===== src/sepwm_pkg.sv =====
// Package for the single-edge PWM timer: sizes, register indexes and beat types.
// Used by sepwm_skid and single_edge_pwm_timer; depends on nothing.
`default_nettype none

package sepwm_pkg;

    // channel count and main counter width
    localparam int CHANNELS    = 4;
    localparam int COUNT_WIDTH = 32;

    // field widths fixed by the interface
    localparam int CH_IDX_W  = 2;
    localparam int DUR_W     = 32;
    localparam int LEVELS_W  = 4;
    localparam int CNT_OUT_W = 32;
    localparam int MATCH_W   = 33;
    localparam int CFG_IDX_W = 3;
    localparam int CFG_DATA_W = 32;

    // storage index into the match array
    localparam int MATCH_IDX_W = (CHANNELS > 1) ? $clog2(CHANNELS) : 1;

    // configuration register indexes
    typedef enum logic [CFG_IDX_W-1:0] {
        CFG_PRESCALE_VALUE     = 3'd0,
        CFG_PERIOD_COUNT       = 3'd1,
        CFG_PERIOD_SLOT        = 3'd2,
        CFG_COUNTER_ENABLE     = 3'd3,
        CFG_OUTPUT_ENABLE_MASK = 3'd4
    } cfg_idx_t;

    // item kinds
    typedef enum logic {
        KIND_TICK         = 1'b0,
        KIND_SET_DURATION = 1'b1
    } kind_t;

    // input beat
    typedef struct packed {
        logic                kind;
        logic [CH_IDX_W-1:0] channel;
        logic [DUR_W-1:0]    duration;
    } sepwm_in_t;

    // result beat
    typedef struct packed {
        logic [LEVELS_W-1:0]  levels;
        logic [CNT_OUT_W-1:0] count;
        logic                 cycle_start;
    } sepwm_out_t;

endpackage

`default_nettype wire


===== src/single_edge_pwm_timer.sv =====
// Top level of the four-channel single-edge PWM timer.
// Depends on sepwm_pkg and sepwm_skid.
`default_nettype none

// Prescaled match timer with single-edge PWM outputs. Each accepted beat is
// either a tick, which, while the counter is enabled, steps the prescale
// counter and, when it reaches prescale_value, the main counter (wrapping
// after period_count-1), or a duration write, which stores period_count minus
// the clamped duration as a channel's match (a zero duration keeps the channel
// low). Enabled channels other than period_slot are high while the counter is
// at or above their match. One beat is taken per clock while the result path
// is not stalled; the result of a beat passes the result register behind the
// state update and the output register of the two-entry result buffer before
// it is offered on the m_ channel. Configuration writes are applied at once
// and writing period_count or period_slot clears both counters.
module single_edge_pwm_timer
    import sepwm_pkg::*;
(
    input  wire logic                  aclk,
    input  wire logic                  aresetn,
    input  wire logic                  cfg_we,
    input  wire logic [CFG_IDX_W-1:0]  cfg_index,
    input  wire logic [CFG_DATA_W-1:0] cfg_wdata,
    input  wire logic                  s_valid,
    output logic                       s_ready,
    input  wire sepwm_in_t             s_data,
    output logic                       m_valid,
    input  wire logic                  m_ready,
    output sepwm_out_t                 m_data
);

    // configuration registers
    logic [31:0]         prescale_value_reg;
    logic [31:0]         period_count_reg;
    logic [CH_IDX_W-1:0] period_slot_reg;
    logic                counter_enable_reg;
    logic [LEVELS_W-1:0] output_enable_mask_reg;

    // timer state
    logic [31:0]            prescale_count_reg, prescale_count_next;
    logic [COUNT_WIDTH-1:0] timer_count_reg, timer_count_next;
    logic [MATCH_W-1:0]     match_reg [CHANNELS];
    logic [MATCH_W-1:0]     match_value_next;
    logic                   match_write;
    logic [MATCH_IDX_W-1:0] match_idx;

    logic       accept;
    logic       wrapped;
    sepwm_out_t result;
    logic       res_valid_reg;
    sepwm_out_t res_reg;
    logic       res_ready;

    assign accept = s_valid && s_ready;

    // tick path: prescaler then main counter with wrap at period
    always_comb begin
        logic [MATCH_W-1:0] step;
        step                = MATCH_W'(timer_count_reg) + MATCH_W'(1);
        prescale_count_next = prescale_count_reg;
        timer_count_next    = timer_count_reg;
        wrapped             = 1'b0;
        if (s_data.kind == KIND_TICK && counter_enable_reg) begin
            if (prescale_count_reg < prescale_value_reg) begin
                prescale_count_next = prescale_count_reg + 32'd1;
            end else begin
                prescale_count_next = '0;
                if (step >= MATCH_W'(period_count_reg) || step[COUNT_WIDTH]) begin
                    timer_count_next = '0;
                    wrapped          = 1'b1;
                end else begin
                    timer_count_next = step[COUNT_WIDTH-1:0];
                end
            end
        end
    end

    // duration path: clamp and convert to a match value
    always_comb begin
        logic [MATCH_W-1:0] per;
        logic [MATCH_W-1:0] dur;
        per = MATCH_W'(period_count_reg);
        dur = MATCH_W'(s_data.duration);
        if (s_data.duration == '0) begin
            match_value_next = per + MATCH_W'(1);
        end else begin
            if (dur > per) begin
                dur = per;
            end
            match_value_next = per - dur;
        end
        match_idx   = MATCH_IDX_W'(s_data.channel);
        match_write = (s_data.kind == KIND_SET_DURATION)
                   && (32'(s_data.channel) < 32'(CHANNELS))
                   && (s_data.channel != period_slot_reg);
    end

    // levels after this beat, from the updated state
    always_comb begin
        logic [LEVELS_W-1:0] lv;
        logic [MATCH_W-1:0]  m;
        lv = '0;
        for (int n = 0; n < CHANNELS && n < LEVELS_W; n++) begin
            m = match_reg[n];
            if (match_write && match_idx == MATCH_IDX_W'(n)) begin
                m = match_value_next;
            end
            if (output_enable_mask_reg[n] && CH_IDX_W'(n) != period_slot_reg
                && MATCH_W'(timer_count_next) >= m) begin
                lv[n] = 1'b1;
            end
        end
        result.levels      = lv;
        result.count       = CNT_OUT_W'(timer_count_next);
        result.cycle_start = wrapped;
    end

    // configuration writes and state update
    always_ff @(posedge aclk) begin
        if (!aresetn) begin
            prescale_value_reg     <= '0;
            period_count_reg       <= 32'd1;
            period_slot_reg        <= '0;
            counter_enable_reg     <= 1'b0;
            output_enable_mask_reg <= '0;
            prescale_count_reg     <= '0;
            timer_count_reg        <= '0;
            for (int n = 0; n < CHANNELS; n++) begin
                match_reg[n] <= '1;
            end
        end else begin
            if (accept) begin
                prescale_count_reg <= prescale_count_next;
                timer_count_reg    <= timer_count_next;
                if (match_write) begin
                    match_reg[match_idx] <= match_value_next;
                end
            end
            if (cfg_we) begin
                unique case (cfg_index)
                    CFG_PRESCALE_VALUE: begin
                        prescale_value_reg <= cfg_wdata;
                    end
                    CFG_PERIOD_COUNT: begin
                        period_count_reg   <= cfg_wdata;
                        prescale_count_reg <= '0;
                        timer_count_reg    <= '0;
                    end
                    CFG_PERIOD_SLOT: begin
                        period_slot_reg    <= cfg_wdata[CH_IDX_W-1:0];
                        prescale_count_reg <= '0;
                        timer_count_reg    <= '0;
                    end
                    CFG_COUNTER_ENABLE: begin
                        counter_enable_reg <= cfg_wdata[0];
                    end
                    CFG_OUTPUT_ENABLE_MASK: begin
                        output_enable_mask_reg <= cfg_wdata[LEVELS_W-1:0];
                    end
                    default: begin
                    end
                endcase
            end
        end
    end

    // result register ahead of the buffer
    always_ff @(posedge aclk) begin
        if (!aresetn) begin
            res_valid_reg <= 1'b0;
        end else if (accept) begin
            res_valid_reg <= 1'b1;
        end else if (res_ready) begin
            res_valid_reg <= 1'b0;
        end
    end

    always_ff @(posedge aclk) begin
        if (accept) begin
            res_reg <= result;
        end
    end

    // input stalls only when the result register cannot drain
    assign s_ready = !res_valid_reg || res_ready;

    // result beat buffer
    sepwm_skid u_skid (
        .aclk      (aclk),
        .aresetn   (aresetn),
        .in_valid  (res_valid_reg),
        .in_ready  (res_ready),
        .in_data   (res_reg),
        .out_valid (m_valid),
        .out_ready (m_ready),
        .out_data  (m_data)
    );

endmodule

`default_nettype wire


===== src/sepwm_skid.sv =====
// Two-entry result buffer: output register plus skid register for the result beat.
// Depends on sepwm_pkg for the sepwm_out_t beat type.
`default_nettype none

module sepwm_skid
    import sepwm_pkg::*;
(
    input  wire logic       aclk,
    input  wire logic       aresetn,
    input  wire logic       in_valid,
    output logic            in_ready,
    input  wire sepwm_out_t in_data,
    output logic            out_valid,
    input  wire logic       out_ready,
    output sepwm_out_t      out_data
);

    logic       out_valid_reg, out_valid_next;
    sepwm_out_t out_data_reg, out_data_next;
    logic       skid_valid_reg, skid_valid_next;
    sepwm_out_t skid_data_reg, skid_data_next;
    logic       push;

    // new beats are taken while the skid slot is free
    assign in_ready = !skid_valid_reg;
    assign push     = in_valid && in_ready;

    // refill the output register from skid first, else from the input
    always_comb begin
        out_valid_next  = out_valid_reg;
        out_data_next   = out_data_reg;
        skid_valid_next = skid_valid_reg;
        skid_data_next  = skid_data_reg;
        if (!out_valid_reg || out_ready) begin
            if (skid_valid_reg) begin
                out_valid_next  = 1'b1;
                out_data_next   = skid_data_reg;
                skid_valid_next = 1'b0;
            end else begin
                out_valid_next = push;
                out_data_next  = in_data;
            end
        end else if (push) begin
            skid_valid_next = 1'b1;
            skid_data_next  = in_data;
        end
    end

    // control state
    always_ff @(posedge aclk) begin
        if (!aresetn) begin
            out_valid_reg  <= 1'b0;
            skid_valid_reg <= 1'b0;
        end else begin
            out_valid_reg  <= out_valid_next;
            skid_valid_reg <= skid_valid_next;
        end
    end

    // payload
    always_ff @(posedge aclk) begin
        out_data_reg  <= out_data_next;
        skid_data_reg <= skid_data_next;
    end

    assign out_valid = out_valid_reg;
    assign out_data  = out_data_reg;

endmodule

`default_nettype wire

===== config.mk =====
export PLATFORM = sky130hd
export DESIGN_NAME = single_edge_pwm_timer
export DESIGN_NICKNAME = d
export VERILOG_FILES = /design/src/sepwm_pkg.sv /design/src/single_edge_pwm_timer.sv /design/src/sepwm_skid.sv
export SDC_FILE = /design/constraint.sdc
export NUM_CORES = 1
export LEC_CHECK = 0
export BUFFER_PORTS_ARGS = -buffer_cell sky130_fd_sc_hd__clkbuf_2
export CORE_MARGIN = 4
export CORE_UTILIZATION = 60
export CTS_BUF_LIST = sky130_fd_sc_hd__clkbuf_8 sky130_fd_sc_hd__clkbuf_16
export DETAILED_ROUTE_END_ITERATION = 6
export GPL_ROUTABILITY_DRIVEN = 1
export GPL_TIMING_DRIVEN = 0
export PLACE_DENSITY = 0.89
export SYNTH_ARGS = -nofsm -noshare
export SYNTH_HDL_FRONTEND = slang
export SYNTH_HIERARCHICAL = 1
export SYNTH_SLANG_ARGS = --single-unit

===== constraint.sdc =====
create_clock -name aclk -period 15.4 [get_ports aclk]
set_input_delay 0.77 -clock aclk [delete_from_list [all_inputs] [get_ports aclk]]
set_output_delay 0.77 -clock aclk [all_outputs]
set_load 0.02 [all_outputs]

==> results of run 1 <==
## worst paths after layout
| path | from | endpoint | slack (ns) |
|---|---|---|---|
| hold / removal | res_reg[18] | u_skid/skid_data_reg[18] | 0.45 |
| setup reg to reg | period_count_reg[13] | res_reg[34] | 3.61 |
| hold reg to reg | res_reg[18] | u_skid/skid_data_reg[18] | 0.45 |
| setup / recovery | period_count_reg[13] | res_reg[34] | 3.61 |
## synth_stat cells (7+ instances only)
| library cell | instances | area, um^2 |
|---|---|---|
| and3_1 | 19 | 118.9 |
| clkbuf_1 | 82 | 307.8 |
| nand3_1 | 55 | 275.3 |
| o21a_1 | 24 | 180.2 |
| nand2b_1 | 21 | 131.4 |
| a2111oi_0 | 8 | 70.07 |
| nor3_1 | 48 | 240.2 |
| edfxtp_1 | 243 | 7297 |
| and2_1 | 15 | 93.84 |
| o21bai_1 | 10 | 75.07 |
| a21boi_0 | 66 | 495.5 |
| mux2_2 | 42 | 473.0 |
| nand2_1 | 387 | 1453 |
| o31ai_1 | 37 | 277.8 |
| xnor2_1 | 61 | 534.3 |
| nor2b_1 | 33 | 206.5 |
| o21ai_1 | 23 | 115.1 |
| buf_2 | 17 | 85.08 |
| a21o_1 | 63 | 473.0 |
| a211oi_1 | 15 | 112.6 |
| ha_1 | 258 | 3228 |
| or3_1 | 13 | 81.33 |
| nor2_1 | 250 | 938.4 |
| inv_1 | 110 | 412.9 |
| xor2_1 | 78 | 683.2 |
| mux2i_1 | 52 | 520.5 |
| or2_2 | 7 | 43.79 |
| a21oi_1 | 203 | 1016 |
| and4_1 | 12 | 105.1 |
| nand4_1 | 54 | 337.8 |
| o21ai_0 | 56 | 280.3 |
| o211ai_1 | 18 | 135.1 |
| nor4_1 | 12 | 75.07 |
| dfxtp_1 | 138 | 2763 |
## stage by stage
step | setup WS [ns] | util (%) | power [uW] | instances | area [um^2]
after floorplan | 7.025 | - | 1390 | 2626 | 24550
after global placement | 3.874 | 64.27 | 1530 | 3263 | 25770
after detailed placement | 3.825 | 64.90 | 1543 | 3276 | 26020
after CTS | 3.996 | 68.34 | 2540 | 3351 | 27400
after global routing | 3.235 | 68.45 | 2623 | 3353 | 27450
final | 3.611 | 68.46 | 2545 | 3354 | 27450
## cell type report
cell class | count | area share, %
Tap cell | 525 | 2.393
Multi-Input combinational cell | 2025 | 50.04
Antenna cell | 1 | 0.009117
Timing Repair Buffer | 127 | 2.662
Clock buffer | 48 | 4.171
Sequential cell | 381 | 36.65
Clock inverter | 27 | 0.8615
Buffer | 110 | 1.709
Inverter | 110 | 1.504
## logic make-up (layout without fill, tap and decap cells)
| kind of cell | Yosys count | count (layout) |
|---|---|---|
| mux | 95 | 95 |
| xor+xnor | 140 | 140 |
| flops | 381 | 381 |
| buf+inv | 220 | 422 |
| simple gates | 959 | 959 |
| compound gates | 572 | 572 |
| fa+ha+maj | 259 | 259 |
| other cells | 0 | 1 |
## routing by layer
metal	wire [um]	GRT usage (%)	share of wire (%)	up-vias
li1	-	-	-	9764
met4	5168	18.90	6.6	0
met2	36460	57.04	47	1082
met5	0	0	0	-
met3	6700	5.715	8.6	280
met1	29490	42.30	38	10118
## worst max-delay path, delay by kind of cell, from the launching register on
kind            cells  cell delay, ns
compound gates     14            4.73
xor+xnor            2            1.03
fa+ha+maj           4            0.96
buf+inv             6            1.75
flops               1            0.51
simple gates       13            2.53
## power breakdown
group	total [uW]	internal [uW]	switching [uW]	leakage [uW]
combinational	420	125	295	0.00736
sequential	1120	1110	11.7	0.00318
clock	1010	585	423	0.000718
==> results.cfg, run 1 <==
[outcome]
outcome = finished with violations
violations = design-rule violations, max-capacitance violations, max-slew violations

[sta]
whs_ns = 0.4464
min_period_ns = 11.79
hold_violations = 0
finClkSkew_ns = 0.02159
finalCritPeriodShare_pct = 76.55
fin_setup_tns_ns = 0
final-max-slew-violation-count = 18
max_slew_margin_pct = -5.764
max_clock_freq_mhz = 84.82
setup_violations = 0
worstMarginPinSlew_ns = 1.573
rsz0062_at_grt = no

[grt]
antenna_found_initial = 0
grt_pass1_vias = 20731
grt_pass1_wl_mm = 117.4
overflow = 0
grt_usage_pct = 34.14
grt_start_max_net_pins = 41

[clock_network]
cts_tree = yes
cts.clk_slew.worst_paths_ns = 0.06
insertion_delay_ns = 0.58
htree_levels = 2
cts.sinks = 381
cts_resized = 0
numCtsBuffers = 41
clockBufferDepth = 3
root_buffer = clkbuf_16
cts_setup_buffers = 0
ctsHoldBuffers = 0

[setup_path]
worstSetupPathType = register to register
crit_path_max_incr_delay_ns = 1.21
required_ns = 15.68
cp_slowest_cell = a2111oi_0
crit_fanout = 10
end_kind = register
reg2reg_depth = 39
worstPathArrival_ns = 12.07
critPathLaunchType = register

[hold_path]
min_path_cells = 0
min_path_type = register to register

[floorplan]
io_pins = 114
dieArea_um2 = 44230
die_w_um = 210.3
core-area_um2 = 40100
die_y_um = 210.3
start_util_pct = 61.24
row_count = 73

[yosys]
synth_edf_count = 243
synthCells = 2626
synth_seq_area_share_pct = 40.97
synth_xor_xnor_area_share_pct = 5.024
synthAdderAreaFrac_pct = 13.23
avgSynthCellArea_um2 = 9.351
syn-num-nets = 2960
synthArstFlopShare_pct = 0
syn_area_um2 = 24550
synth-simple-area-share_pct = 18.02
ys_seq_elements = 381
synth_compound_area_share_pct = 15.06
ys_types = 80
synth_warnings = 6
ys.flop_type = edfxtp_1
synth_top_family_by_area = simple AND/OR/NAND/NOR gates
synth_mux_area_share_pct = 4.102

[layout]
final_common_cell = nand2_1
final_layout_size_suffix_gt1_share_pct = 10.86
largest_reg_flops = 132
final_nets = 3130
multi_input_area_um2 = 13740
layout_common_cells = nand2_1 (387), ha_1 (258), nor2_1 (250), edfxtp_1 (243), a21oi_1 (203)
area_delta_synth_final_pct = 11.79
seqCellArea_um2 = 10060
n_fill_cell = 3107

[detailed_routing]
wl_per_cell_um = 23.20
via_per_inst = 6.334
postRouteAntennaNets = 0
remaining_drc_errors = 2
drtIter0Drc = 2186
wirelength_mm = 77.82
drtPass1Iterations = 7
num_vias = 21244

[placement]
dp_hpwl_mm = 60.17
finalWeightedCongestion = 1.060
io_buffer_count = 112

[run]
drv_cap = 4

[pwr]
peakVddDrop_mv = 0.09641
powerDensity_nw_per_um2 = 92.74
leakage_uw = 0.01125
(Power assumes the default switching activity.)
==> inputs of run 2 (changes only) <==
- clock period: 15.4 -> 11.6 ns (I/O delays scaled with it)
==> results.cfg, run 2 (same netlist as run 1, synthesis figures left out) <==
[layout]
n_fill_cell = 3108
final_layout_size_suffix_gt1_share_pct = 11.00
layout_common_cells = nand2_1 (387), ha_1 (258), nor2_1 (250), edfxtp_1 (243), a21oi_1 (203)
final_nets = 3130
area_delta_synth_final_pct = 11.91
largest_reg_flops = 132
final_common_cell = nand2_1

[setup_path]
critPathLaunchType = register
required_ns = 11.88
crit_fanout = 10
cp_top_family = compound AO/OA/AOI/OAI gates
crit_path_max_incr_delay_ns = 0.97
worstPathArrival_ns = 11.54
crit_top_cell = ha_1
crit_buf_inv = 5
end_kind = register
worstSetupPathType = register to register
cp_slowest_cell = a2111oi_1

[floorplan]
core-area_um2 = 40100
io_pins = 114
die_w_um = 210.3
dieArea_um2 = 44230
die_y_um = 210.3
start_util_pct = 61.24
row_count = 73

[detailed_routing]
remaining_drc_errors = 0
via_per_inst = 6.345
wirelength_mm = 77.99
drtIter0Drc = 2192
drtPass1Iterations = 5
postRouteAntennaNets = 0
wl_per_cell_um = 23.25
num_vias = 21281

[clock_network]
insertion_delay_ns = 0.58
htree_levels = 2
ctsHoldBuffers = 0
clockBufferDepth = 3
numCtsBuffers = 41
root_buffer = clkbuf_16
cts.sinks = 381
cts.clk_slew.worst_paths_ns = 0.06
cts_tree = yes

[hold_path]
min_path_type = primary input to register

[pwr]
comb_power_share_pct = 16.6
clock_power_share_pct = 39.5
switching_share_pct = 28.70
seq_power_share_pct = 43.9
switchingPower_uw = 970.7
peakVddDrop_mv = 0.1275
leakage_uw = 0.01126
intPower_uw = 2412
powerDensity_nw_per_um2 = 123.1

[grt]
grt_pass1_wl_mm = 117.4
grt_start_max_net_pins = 41
overflow = 0
grt_pass1_vias = 20731
antenna_found_initial = 0
grt_usage_pct = 34.14

[placement]
io_buffer_count = 112
finalWeightedCongestion = 1.060
dp_hpwl_mm = 60.17
preCtsSetupSlack_ns = 0.2146

[sta]
worst_slack_ns = 0.3442
worstMarginPinSlew_ns = 1.596
rsz0062_at_grt = no
fin_setup_tns_ns = 0
max_clock_freq_mhz = 88.84
setup_violations = 0
hold_violations = 0
max_slew_margin_pct = -7.280
finClkSkew_ns = 0.01877
final-max-slew-violation-count = 6
min_period_ns = 11.26
finalCritPeriodShare_pct = 97.03

[outcome]
violations = max-capacitance violations, max-slew violations
outcome = finished with violations

[run]
drv_cap = 3
## run 2: cell types whose count changed in the layout (fill, tap and decap cells not counted)
cell / change
xor2_2: +3
xnor2_1: -1
xnor2_2: +1
a2111oi_0: -1
a2111oi_1: +1
xor2_1: -3
## run 2: cell type report
class	instances	area [um^2]	area share [%]
flip-flops and latches	381	10060	36.61
clock inverters	27	236.5	0.8605
clock buffers	48	1145	4.166
well taps	525	656.9	2.390
plain buffers	110	469.2	1.707
repair buffers	127	730.7	2.659
diodes	1	2.502	0.009106
multi-input cells	2025	13770	50.10
inverters	110	412.9	1.503
## run 2: power groups by stage
stage | clock, uW | sequential (uW) | combinational [uW]
finish | 1340 | 1480 | 561
global route | 1400 | 1490 | 596
CTS | 1350 | 1480 | 540
detailed placement | 0 | 1510 | 536
global placement | 0 | 1510 | 516
floorplan | 0 | 1520 | 325
## run 2: final timing paths
kind,end,depth (start not counted),slack [ns],start
max,res_reg[34],37,0.34,period_count_reg[13]
min,u_skid/out_valid,2,0.27,aresetn
max reg2reg,res_reg[34],37,0.34,period_count_reg[13]
min reg2reg,u_skid/skid_data_reg[18],0,0.45,res_reg[18]
## run 2: layer usage
| metal | part of all wire, % | GRT usage [%] | up-vias |
|---|---|---|---|
| li1 | - | - | 9774 |
| met4 | 6.7 | 18.90 | 0 |
| met5 | 0 | 0 | - |
| met3 | 8.4 | 5.715 | 278 |
| met1 | 38 | 42.30 | 10132 |
| met2 | 47 | 57.04 | 1097 |
## run 2: stage by stage
stage	power (uW)	hold slack (ns)	cell area [um^2]	cells	utilization, %
3_3_place_gp	2031	0.4267	25770	3263	64.27
5_1_grt	3485	0.2707	27480	3353	68.53
2_1_floorplan	1846	0.4222	24550	2626	-
6_report	3383	0.2661	27480	3354	68.53
4_1_cts	3372	0.2425	27400	3351	68.34
3_5_place_dp	2049	0.4316	26020	3276	64.90
## run 2: timing repair
item / 4_1_cts / 5_1_grt
resized for setup: 0 / 5
endpoints found under the setup margin: 0 / 1
setup buffers: 0 / 0
## run 2: worst register-to-register path, delay by kind of cell, from the launching register on
family	cells	cell delay (ns)
compound gates	13	3.82
simple gates	12	2.82
buf+inv	5	1.57
fa+ha+maj	4	1.29
xor+xnor	2	0.83
flops	1	0.51
mux	1	0.19
